**src/rtl/gaussian_blur_5x5_edge_normalized_unit_assert.svh**
```systemverilog
// Assertion macros shared by the blur RTL.
`ifndef GAUSSIAN_BLUR_5X5_EDGE_NORMALIZED_UNIT_ASSERT_SVH
`define GAUSSIAN_BLUR_5X5_EDGE_NORMALIZED_UNIT_ASSERT_SVH

`ifndef SYNTH
`define GBU_ASSERT(lbl, prop) \
    lbl: assert property (@(posedge i_clk) disable iff (!i_rst_n) prop) \
        else $error("assertion failed");
`define GBU_ASSERT_IMP(lbl, ante, cons) \
    `GBU_ASSERT(lbl, (ante) |-> (cons))
`else
`define GBU_ASSERT(lbl, prop)
`define GBU_ASSERT_IMP(lbl, ante, cons)
`endif

`endif

```
**src/rtl/gbu_pkg.sv**
```systemverilog
`timescale 1ns / 1ps
package gbu_pkg;
    localparam int CFG_W_W = 11;
    localparam int CFG_H_W = 13;
    localparam int CFG_D_W = 13;
    localparam int CH_W    = 8;
    localparam int PIX_W   = 32;
    localparam int TAPS    = 5;
    localparam int NUM_W   = 16;  // max 255 * 256
    localparam int DEN_W   = 9;   // max 256
    localparam int WT_W    = 6;   // max 36
    localparam int QBITS   = 8;

    typedef enum logic {
        REG_WIDTH  = 1'b0,
        REG_HEIGHT = 1'b1
    } t_reg_idx;

    typedef enum logic {
        CMD_PIXEL = 1'b0,
        CMD_FLUSH = 1'b1
    } t_cmd;

    function automatic logic [WT_W-1:0] binom_wt(input logic [2:0] dy, input logic [2:0] dx);
        logic [2:0] a;
        logic [2:0] b;
        logic [2:0] k;
        a = 3'd1;
        b = 3'd1;
        for (int i = 0; i < 2; i++) begin
            k = (i == 0) ? dy : dx;
            unique case (k)
                3'd0, 3'd4: if (i == 0) a = 3'd1; else b = 3'd1;
                3'd1, 3'd3: if (i == 0) a = 3'd4; else b = 3'd4;
                3'd2:       if (i == 0) a = 3'd6; else b = 3'd6;
                default:    if (i == 0) a = 3'd0; else b = 3'd0;
            endcase
        end
        return WT_W'(a) * WT_W'(b);
    endfunction
endpackage

```
**src/rtl/gbu_div.sv**
```systemverilog
`timescale 1ns / 1ps
// Restoring divider, one quotient bit per cycle; quotient known to fit QBITS.
module gbu_div
    import gbu_pkg::*;
(
    input  logic             i_clk,
    input  logic             i_rst_n,
    input  logic             i_start,
    input  logic [NUM_W-1:0] i_num,
    input  logic [DEN_W-1:0] i_den,
    output logic             o_done,
    output logic [CH_W-1:0]  o_quot
);
    logic                      r_busy;
    logic [2:0]                r_bit;
    logic [NUM_W-1:0]          r_rem;
    logic [DEN_W-1:0]          r_den;
    logic [CH_W-1:0]           r_quot;
    logic                      r_done;
    logic [DEN_W+QBITS-1:0]    trial;
    logic                      fits;

    assign trial = (DEN_W+QBITS)'(r_den) << r_bit;
    assign fits  = {1'b0, r_rem} >= trial;

    always_ff @(posedge i_clk) begin
        if (!i_rst_n) begin
            r_busy <= 1'b0;
            r_done <= 1'b0;
        end else begin
            r_done <= 1'b0;
            if (i_start) begin
                r_busy <= 1'b1;
            end else if (r_busy && r_bit == 3'd0) begin
                r_busy <= 1'b0;
                r_done <= 1'b1;
            end
        end
    end

    always_ff @(posedge i_clk) begin
        if (i_start) begin
            r_rem <= i_num;
            r_den <= i_den;
            r_bit <= 3'd7;
        end else if (r_busy) begin
            if (fits) begin
                r_rem <= NUM_W'({1'b0, r_rem} - trial);
            end
            r_quot[r_bit] <= fits;
            r_bit <= r_bit - 3'd1;
        end
    end

    assign o_done = r_done;
    assign o_quot = r_quot;
endmodule

```
**config.mk**
```make
export PLATFORM = sky130hd
export DESIGN_NAME = gbu_div
export DESIGN_NICKNAME = d
export VERILOG_FILES = /design/src/rtl/gaussian_blur_5x5_edge_normalized_unit_assert.svh /design/src/rtl/gbu_pkg.sv /design/src/rtl/gbu_div.sv
export SDC_FILE = /design/constraint.sdc
export NUM_CORES = 1
export LEC_CHECK = 0
export BUFFER_PORTS_ARGS = -buffer_cell sky130_fd_sc_hd__buf_4
export CORE_ASPECT_RATIO = 2
export CORE_MARGIN = 2
export CORE_UTILIZATION = 58
export DETAILED_ROUTE_END_ITERATION = 10
export GPL_TIMING_DRIVEN = 0
export PLACE_DENSITY = 0.8
export SLEW_MARGIN = 20
export SYNTH_ARGS = -nofsm -noshare
export SYNTH_HDL_FRONTEND = slang
export SYNTH_SLANG_ARGS = --single-unit
```
**constraint.sdc**
```tcl
create_clock -name i_clk -period 4.4 [get_ports i_clk]
set_input_delay 0.44 -clock i_clk [delete_from_list [all_inputs] [get_ports i_clk]]
set_output_delay 0.44 -clock i_clk [all_outputs]
set_load 0.005 [all_outputs]
```
Word level (Yosys, flattened, before mapping)

Index checks and enable logic that the tools add are counted.

Magnitude comparators: 3
Bitwise gates (word level): 2
Reduce and logical (&&, ||, !) cells: 9
Shift-type cells: 1
Add/subtract/negate cells: 2
Muxes and demuxes: 9

Operator list:

| kind                                                               | count |
|---|---|
| 2-to-1 mux 16 bit                                                  | 3 |
| greater-or-equal comparator 16 x 17 -> 1 bit                       | 1 |
| << shifter 9 x 3 -> 17 bit                                         | 1 |
| subtractor 16 bit                                                  | 1 |
| bitwise mux 8 bit                                                  | 1 |
| nonzero test 2 bit                                                 | 3 |
| < comparator 3 x 4 -> 1 bit (second input constant)                | 1 |
| 2-to-1 mux 1 bit                                                   | 4 |
| AND reduction 2 bit                                                | 2 |
| demux 1 bit (select 3 bit)                                         | 1 |
| greater-or-equal comparator 3 x 1 -> 1 bit (second input constant) | 1 |
| logical NOT 3 bit                                                  | 1 |
| subtractor 3 x 1 -> 3 bit (second input constant)                  | 1 |
| logical AND 1 bit                                                  | 2 |
| NOT 1 bit                                                          | 2 |
| OR reduction 2 bit                                                 | 1 |

Word-level logic and storage cells: 32
Bits of input ports: 28
Flip-flop bits (word level): 38

Depth between registers and ports, before layout

Gate-level depths: netlist (run 1).

Word-level depth: 5
Depth in mapped cells: 13
Mapped depth without buffers: 12

Worst setup path before layout (run 1)

OpenSTA, ideal clock, no wires.

Path kind: reg2reg
From: register r_bit[1]
To: register r_rem[0] (enable)
Path slack: 1,239 ps
Library setup time: 367 ps
Arrival: 2,794 ps
Period minus slack after synthesis: 3,161 ps
Cell stages (with the launch flop): 13
Cell sequence: dfxtp_1 -> buf_2 -> clkbuf_1 -> nand2_1 -> o21ai_0 -> o21ai_0 -> ha_1 -> and3_1 -> nand2_1 -> o22ai_1 -> a21oi_2 -> a31oi_1 -> a21o_1

Longest elaborated chain between the ends: 4

RTL lines:

| item                                         | RTL line      | text |
|---|---|---|
| from (decl)                                  | gbu_div.sv:15 | `logic [2:0] r_bit;` |
| from (signal assigned)                       | gbu_div.sv:51 | `r_bit <= r_bit - 3'd1;` |
| << shifter 9 x 3 -> 17 bit                   | gbu_div.sv:23 | `assign trial = (DEN_W+QBITS)'(r_den) << r_bit;` |
| greater-or-equal comparator 16 x 17 -> 1 bit | gbu_div.sv:24 | `assign fits = {1'b0, r_rem} >= trial;` |
| net fits                                     | gbu_div.sv:21 | `logic fits;` |
| nonzero test 2 bit (no line)                 | n/a           |  |
| AND reduction 2 bit (no line)                | n/a           |  |
| to (signal assigned)                         | gbu_div.sv:43 | `r_rem <= i_num;` |
| to (signal assigned)                         | gbu_div.sv:48 | `r_rem <= NUM_W'({1'b0, r_rem} - trial);` |
| to (decl)                                    | gbu_div.sv:16 | `logic [NUM_W-1:0] r_rem;` |

The timed path passes the listed nets, and every way through them passes these cells.
A chain may end at the register's enable or synchronous reset.

Final worst setup path (run 1)

From: register r_bit[1]
To: register r_rem[15] (enable)

Same word-level chain as after synthesis.

==> impl_metrics.csv, run 1 <==
group,metric,value,unit
die,die_w,52.0,um
sta,tns,0,ns
power,power.share.clock,0.204,
yosys,syn-num-nets,322,
sta,slew_violations,0,
power,power.internal,965,uW
critical_path,critical_path_class,"reg -> reg",
yosys,synth.area.top_cells,"edfxtp_1, ha_1, nand2_1",
critical_path,path_cells,"buf_2 -> clkbuf_1 -> nand2_1 -> o21ai_0 -> o21ai_0 -> ha_1 -> and3_1 -> nand4_1 -> nor3_1 -> nor3_1 -> a31oi_1 -> a21o_2",
yosys,synth.ff_latch_count,38,
clocking,cts_buffers,5,
critical_path,cp-end-kind,"flip-flop",
yosys,netlist.top_cell.by_area,"edfxtp_1",
cells_and_area,final_util,0.694,
route,ant_nets,0,
critical_path,required,4.34,ns
critical_path,startpoint,"r_bit[1]$_SDFFE_PP1P_",
yosys,synth-async-reset-ratio,0,
route,vias_per_cell,6.21,
power,switching_share,0.367,
die,core_area,4510,um^2
yosys,avgSynthCellArea,9.72,um^2
critical_path,critPathLaunchType,"flip-flop",
sta,finalCritPeriodShare,0.906,
global_routing,grt_use_total,0.259,
power,cellLeakagePower,0.00135,uW
outcome,status,"completed",
yosys,yosys-top-cells-count,"nand2_1, edfxtp_1, o21ai_0",
clocking,h-tree-depth,2,
power,peakVddDrop,0.000336,V
power,power_density,487,nW/um^2
critical_path,cp_max_fo,16,
yosys,yosys_warnings,0,
yosys,synth_top_area_frac,0.371,
placement,hpwl,4.82,mm
clocking,clkSlewWorstSetupHoldPaths,0.07,ns
hold_path,hold_class,"in -> reg",
clocking,cts_tree,"built",
route,wl_per_cell,16.6,um
sta,layout_setup_ws,0.414,ns
critical_path,worstPathArrival,3.93,ns
sta,timing.fmax,0.251,GHz
sta,finalHoldViolations,0,
yosys,synth_edf_count,33,
yosys,synthSimpleGateAreaFrac,0.170,
global_routing,grt_pass1_vias,2360,
route,drtIter0Drc,68,
cells_and_area,areaGrowthSynthToFinish,17.1,%
sta,period_needed,3.99,ns
clocking,cts.sinks,38,
yosys,synth_compound_area_frac,0.208,
sta,setup-violations-final,0,
clocking,clock_path_buffers,2,
route,drcViolationCount,0,
yosys,synth_ff_type,"edfxtp_1",
yosys,synth_area,2670,um^2
placement,gp_congestion,0.934,
clocking,hold_buffers,0,
hold_path,hp-start,"i_den[1]",
critical_path,rr_startpoint,"r_bit[1]$_SDFFE_PP1P_",
global_routing,grt_pass1_wl,10.3,mm
power,power,1520,uW
clocking,cts-root-buf,"clkbuf_8",
die,die_y,100,um
placement,numPortBuffers,36,
die,die-area,5200,um^2
critical_path,cp_slowest_cell,"a31oi_1",
clocking,ctsResizeCount,0,
global_routing,grt_overflow,0,
sta,rsz0062_at_grt,"false",
yosys,muxShareOfSynthArea,0.0580,
flow_run,maxCapViolCount,0,
power,p_sw,559,uW
sta,relSlewSlack,0.481,
yosys,yosysMostFrequentCell,"nand2_1",
placement,preCtsSetupSlack,0.258,ns
power,seqPwrFrac,0.338,
sta,worst_pin_slew,0.775,ns
yosys,synthAdderAreaFrac,0.0917,
route,wl,6.21,mm
cells_and_area,fin_area,3130,um^2
yosys,syn_inst,275,
cells_and_area,finalNetCount,365,
die,ios,37,
cells_and_area,drive_gt1_frac,0.201,
die,start_util,0.593,
die,row_count,35,
yosys,ys_types,53,
yosys,yosysSeqAreaShare,0.408,
placement,placed_cell_area,3010,um^2
global_routing,grt_max_degree,17,
route,dr.pass1.iters,4,
route,vias,2324,
critical_path,critPathMaxStageDelay,0.61,ns
yosys,synth_top_family_by_area,"compound AO/OA/AOI/OAI gates",
yosys,synth_xor_area_frac,0.0295,
power,comb_power_share,0.458,
clocking,cts_setup_buffers,0,
global_routing,antenna_found_initial,0,
cells_and_area,antenna_cells,0,
sta,finClkSkew,0.00543,ns
clocking,clkLatencyLatePin,0.28,ns
[sequential cells by signal, summed over array words and instances (netlist names)]
name    count
r_busy      1
r_den       9
r_bit       3
o_quot      8
r_rem      16
o_done      1
[path summary, 6_finish.rpt]
kind	endpoint	slack [ns]	depth (start not counted)
min	r_den[1]$_DFFE_PP_	0.33	1
max reg2reg	r_rem[15]$_DFFE_PP_	0.41	12
min reg2reg	o_done$_SDFF_PP0_	0.70	2
max	r_rem[15]$_DFFE_PP_	0.41	12
[worst max-delay path, delay by kind of cell (launching register included)]
family	cells	cell delay, ns
and+or+nand+nor	5	0.74
AOI/OAI and AO/OA	4	1.53
DFF	1	0.31
buffers and inverters	2	0.61
adders and majority gates	1	0.43
[layout make-up]
cell class / count / area, um^2
buffer: 14 / 55.1
clock buffer: 7 / 86.3
clock inverter: 1 / 30.0
fill: 357 / 1380
inverter: 10 / 37.5
multi-input combinational: 213 / 1490
sequential: 38 / 1090
tap: 55 / 68.8
timing repair buffer: 36 / 270
[metrics by stage]
step / hold slack (ns) / cells
floorplan: 0.539 / 275
global placement: 0.618 / 366
detailed placement: 0.620 / 366
CTS: 0.326 / 374
global route: 0.314 / 374
finish: 0.331 / 374
[layout by cell type, fill, tap and decap left out, types with 5 or more instances in the layout]
cell type  count
a21o_1         8
a21oi_1       11
and3_1         5
buf_4         36
clkbuf_1      11
clkbuf_8       6
dfxtp_1        5
edfxtp_1      33
ha_1          18
inv_1          9
mux2i_1       11
nand2_1       38
nand3_1        8
nor2_1        13
nor3_1        11
o21a_1         5
o21ai_0       22
xor2_1         5
[power by group through the flow]
stage / sequential, uW / combinational [uW] / clock, uW
after floorplan: 513 / 539 / 0
after global placement: 521 / 668 / 0
after detailed placement: 523 / 687 / 0
after CTS: 516 / 691 / 314
after global routing: 521 / 779 / 327
final: 515 / 697 / 311
[layer usage]
| metal | part of all wire | vias up | global-route usage |
|---|---|---|---|
| li1 | - | 1119 | - |
| met1 | 0.39 | 1084 | 0.285 |
| met2 | 0.51 | 93 | 0.448 |
| met3 | 0.046 | 28 | 0.0402 |
| met4 | 0.056 | 0 | 0.160 |
| met5 | 0 | - | 0 |
[cell families after synthesis]
group,count (synthesis)
flops,38
buf+inv,24
mux,15
compound gates,77
simple gates,93
xor+xnor,9
fa+ha+maj,19
(Power assumes the default switching activity.)
==> run 2, diff against run 1 <==
--- a/config.mk
+++ b/config.mk
@@ -12,6 +12,7 @@
 export DETAILED_ROUTE_END_ITERATION = 10
 export GPL_TIMING_DRIVEN = 0
 export PLACE_DENSITY = 0.8
+export RECOVER_POWER = 25
 export SLEW_MARGIN = 20
 export SYNTH_ARGS = -nofsm -noshare
 export SYNTH_HDL_FRONTEND = slang
==> impl_metrics.csv, run 2 (synthesis gave the netlist of run 1 again) <==
group,metric,value,unit
global_routing,grt_max_degree,17,
route,vias_per_cell,6.22,
sta,tns,0,ns
sta,finalHoldViolations,0,
hold_path,hp-start,"i_den[2]",
sta,setup-violations-final,0,
clocking,cts_setup_buffers,0,
critical_path,critical_path_class,"reg -> reg",
route,ant_nets,0,
sta,rsz0062_at_grt,"false",
die,start_util,0.593,
power,peakVddDrop,0.000336,V
clocking,clock_path_buffers,2,
die,die-area,5200,um^2
critical_path,startpoint,"r_bit[1]$_SDFFE_PP1P_",
cells_and_area,largest_reg_flops,16,
hold_path,hold_class,"in -> reg",
cells_and_area,fin_area,3130,um^2
clocking,clkLatencyLatePin,0.29,ns
cells_and_area,antenna_cells,0,
clocking,hold_buffers,0,
sta,finClkSkew,0.00607,ns
clocking,ctsResizeCount,0,
route,wl,6.23,mm
critical_path,required,4.34,ns
placement,numPortBuffers,36,
die,die_y,100,um
route,wl_per_cell,16.6,um
critical_path,cp_max_fo,16,
global_routing,grt_pass1_vias,2360,
sta,period_needed,3.99,ns
clocking,cts-root-buf,"clkbuf_8",
clocking,cts_buffers,5,
critical_path,critPathLaunchType,"flip-flop",
cells_and_area,areaGrowthSynthToFinish,16.9,%
placement,gp_congestion,0.934,
cells_and_area,finalNetCount,365,
global_routing,grt_use_total,0.259,
route,wl_met1,2.43,mm
die,die_w,52.0,um
sta,slew_violations,0,
die,ios,37,
critical_path,cp-end-kind,"flip-flop",
sta,timing.fmax,0.251,GHz
die,row_count,35,
clocking,cts_tree,"built",
critical_path,rr_startpoint,"r_bit[1]$_SDFFE_PP1P_",
route,drcViolationCount,0,
sta,finalCritPeriodShare,0.906,
critical_path,worstPathArrival,3.93,ns
cells_and_area,top_register,"r_rem",
placement,placed_cell_area,3010,um^2
sta,layout_setup_ws,0.412,ns
route,dr.pass1.iters,5,
cells_and_area,final_common_cell,"nand2_1",
sta,hold_slack,0.352,ns
clocking,h-tree-depth,2,
sta,relSlewSlack,0.487,
power,cellLeakagePower,0.00134,uW
cells_and_area,final_util,0.693,
cells_and_area,drive_gt1_frac,0.197,
die,core_area,4510,um^2
route,drtIter0Drc,67,
global_routing,antenna_found_initial,0,
cells_and_area,final_cell_mix,"nand2_1, edfxtp_1, buf_4, o21ai_0, ha_1",
clocking,clkSlewWorstSetupHoldPaths,0.07,ns
outcome,status,"completed",
placement,preCtsSetupSlack,0.258,ns
power,power_density,488,nW/um^2
flow_run,maxCapViolCount,0,
route,met2_length,3.18,mm
route,wl_met3,270,um
route,highest_layer,"met4",
sta,worst_pin_slew,0.766,ns
clocking,cts.sinks,38,
global_routing,grt_pass1_wl,10.3,mm
placement,hpwl,4.82,mm
global_routing,grt_overflow,0,
route,vias,2328,
==> run 2: report_power, final <==
group / total [uW] / internal [uW] / leakage (uW) / switching [uW]
logic: 698 / 288 / 0.000923 / 410
clock network: 311 / 185 / 0.0000585 / 126
registers: 516 / 492 / 0.000362 / 24.0
total: 1520 / 964 / 0.00134 / 561
==> run 2: through the flow <==
step                std cells  power (uW)
floorplan                 275        1050
global placement          366        1190
detailed placement        366        1210
CTS                       374        1520
global route              374        1630
finish                    374        1520
==> run 2: path summary, 6_finish.rpt <==
path	end	slack [ns]	cells after the start
hold reg to reg	o_done$_SDFF_PP0_	0.70	2
hold / removal	r_den[2]$_DFFE_PP_	0.35	1
setup / recovery	r_rem[15]$_DFFE_PP_	0.41	12
setup reg to reg	r_rem[15]$_DFFE_PP_	0.41	12
==> run 2: final cells by class <==
cell class,instances,area [um^2]
Buffer,14,55.1
Clock buffer,7,86.3
Clock inverter,1,30.0
Fill cell,359,1380
Inverter,10,37.5
Multi-Input combinational cell,213,1490
Sequential cell,38,1090
Tap cell,55,68.8
Timing Repair Buffer,36,267
==> run 2: metal layers <==
layer	track usage	up-vias
met5	0	-
met4	0.160	0
met3	0.0402	28
met2	0.448	96
met1	0.285	1089
li1	-	1115
==> run 2: critical path, cell delays in order (launching register included) <==
cell      delay [ns]
dfxtp_1         0.31
buf_2           0.22
clkbuf_1        0.39
nand2_1         0.09
o21ai_0         0.23
o21ai_0         0.18
ha_1            0.43
and3_1          0.26
nand4_1         0.11
nor3_1          0.21
nor3_1          0.07
a31oi_1         0.60
a21o_2          0.52
==> run 3, diff against run 2 <==
--- a/config.mk
+++ b/config.mk
@@ -6,12 +6,13 @@
 export NUM_CORES = 1
 export LEC_CHECK = 0
 export BUFFER_PORTS_ARGS = -buffer_cell sky130_fd_sc_hd__buf_4
+export CAP_MARGIN = 20
 export CORE_ASPECT_RATIO = 2
 export CORE_MARGIN = 2
 export CORE_UTILIZATION = 58
 export DETAILED_ROUTE_END_ITERATION = 10
 export GPL_TIMING_DRIVEN = 0
-export PLACE_DENSITY = 0.8
+export PLACE_DENSITY_LB_ADDON = 0.15
 export RECOVER_POWER = 25
 export SLEW_MARGIN = 20
 export SYNTH_ARGS = -nofsm -noshare
==> impl_metrics.csv, run 3 (synthesis gave the netlist of run 1 again) <==
group,metric,value,unit
clocking,cts-root-buf,"clkbuf_8",
route,wl_per_cell,16.6,um
clocking,clkLatencyLatePin,0.29,ns
global_routing,grt_pass1_vias,2187,
critical_path,path_buf_inv,2,
critical_path,cp-end-kind,"flip-flop",
global_routing,grt_pass1_wl,9.96,mm
route,drcViolationCount,0,
cells_and_area,antenna_cells,0,
die,die_y,100,um
cells_and_area,final_cell_mix,"nand2_1, edfxtp_1, buf_4, o21ai_0, ha_1",
die,die_w,52.0,um
placement,gp_congestion,0.936,
global_routing,grt_max_degree,17,
sta,period_needed,4.07,ns
critical_path,required,4.32,ns
global_routing,grt_overflow,0,
critical_path,cp_top_family,"compound AO/OA/AOI/OAI gates",
critical_path,crit_top_cell,"clkbuf_1",
sta,finalCritPeriodShare,0.926,
cells_and_area,fillCellCount,367,
die,start_util,0.593,
sta,slew_violations,0,
flow_run,maxCapViolCount,0,
sta,tns,0,ns
placement,numPortBuffers,36,
sta,setup-violations-final,0,
global_routing,grt_use_total,0.256,
critical_path,critPathLaunchType,"flip-flop",
placement,dpl.cell_count,366,
clocking,clock_path_buffers,2,
power,peakVddDrop,0.000306,V
power,power_density,471,nW/um^2
cells_and_area,areaGrowthSynthToFinish,15.7,%
cells_and_area,drive_gt1_frac,0.194,
critical_path,critPathMaxStageDelay,0.69,ns
cells_and_area,stdcell_count,374,
sta,finalHoldViolations,0,
route,dr.pass1.iters,4,
sta,worst_pin_slew,0.782,ns
global_routing,antenna_found_initial,0,
sta,relSlewSlack,0.476,
clocking,h-tree-depth,2,
clocking,cts_setup_buffers,0,
die,row_count,35,
hold_path,hold_class,"in -> reg",
cells_and_area,top_register,"r_rem",
die,ios,37,
route,drtIter0Drc,66,
clocking,cts_buffers,5,
outcome,status,"completed",
cells_and_area,final_common_cell,"nand2_1",
die,die-area,5200,um^2
clocking,ctsResizeCount,0,
power,cellLeakagePower,0.00133,uW
critical_path,cp_slowest_cell,"a21o_1",
cells_and_area,largest_reg_flops,16,
critical_path,critical_path_class,"reg -> reg",
clocking,hold_buffers,0,
cells_and_area,multi_input_area,1490,um^2
sta,finClkSkew,0.00878,ns
route,wl,6.20,mm
route,vias_per_cell,6.02,
placement,hpwl,4.78,mm
critical_path,worstPathArrival,4.00,ns
critical_path,path_cells,"clkbuf_1 -> clkbuf_1 -> nand3_1 -> o21ai_0 -> mux2i_1 -> ha_1 -> nand2_1 -> nor3_1 -> a21oi_2 -> a31oi_1 -> a21o_1",
clocking,clkSlewWorstSetupHoldPaths,0.07,ns
sta,timing.fmax,0.245,GHz
cells_and_area,finalNetCount,365,
cells_and_area,register_area,1090,um^2
critical_path,cp_max_fo,16,
route,vias,2252,
sta,rsz0062_at_grt,"false",
route,ant_nets,0,
clocking,cts_tree,"built",
clocking,cts.sinks,38,
die,core_area,4510,um^2
-- run 3: worst reg2reg max path: stages, from the launching register on --
cell      delay [ns]
dfxtp_1         0.31
clkbuf_1        0.29
clkbuf_1        0.37
nand3_1         0.14
o21ai_0         0.14
mux2i_1         0.18
ha_1            0.46
nand2_1         0.16
nor3_1          0.25
a21oi_2         0.14
a31oi_1         0.59
a21o_1          0.69
-- run 3: stage by stage --
stage,cell area [um^2],util,hold slack (ns),total power (uW),setup WS (ns)
floorplan,2670,-,0.539,1050,1.24
global placement,3010,0.668,0.618,1190,0.419
detailed placement,3010,0.668,0.620,1220,0.363
CTS,3100,0.687,0.318,1460,0.339
global route,3090,0.686,0.336,1550,0.0170
finish,3090,0.686,0.347,1460,0.326
-- run 3: final timing paths --
path                         startpoint                   to  slack, ns  cells past startpoint
hold / removal                 i_den[0]   r_den[0]$_DFFE_PP_       0.35                      1
setup / recovery  r_bit[0]$_SDFFE_PP1P_  r_rem[15]$_DFFE_PP_       0.33                     11
setup reg to reg  r_bit[0]$_SDFFE_PP1P_  r_rem[15]$_DFFE_PP_       0.33                     11
hold reg to reg   r_bit[2]$_SDFFE_PP1P_    o_done$_SDFF_PP0_       0.68                      2
-- run 3: area by class of cell --
cell class,instances,share of cell area
Timing Repair Buffer,36,0.0861
Clock buffer,5,0.0222
Clock inverter,3,0.00526
Tap cell,55,0.0222
Multi-Input combinational cell,213,0.482
Sequential cell,38,0.353
Inverter,10,0.0121
Buffer,14,0.0178
-- run 3: routing by layer --
layer,global-route usage,routed length [um]
met1,0.291,2450
met2,0.446,3260
met3,0.0342,222
met4,0.138,270
met5,0,0
-- run 3: power breakdown --
group | total [uW] | internal, uW | switching, uW
Combinational | 704 | 288 | 416
Sequential | 517 | 492 | 24.9
Clock | 235 | 108 | 127
Total | 1460 | 888 | 568
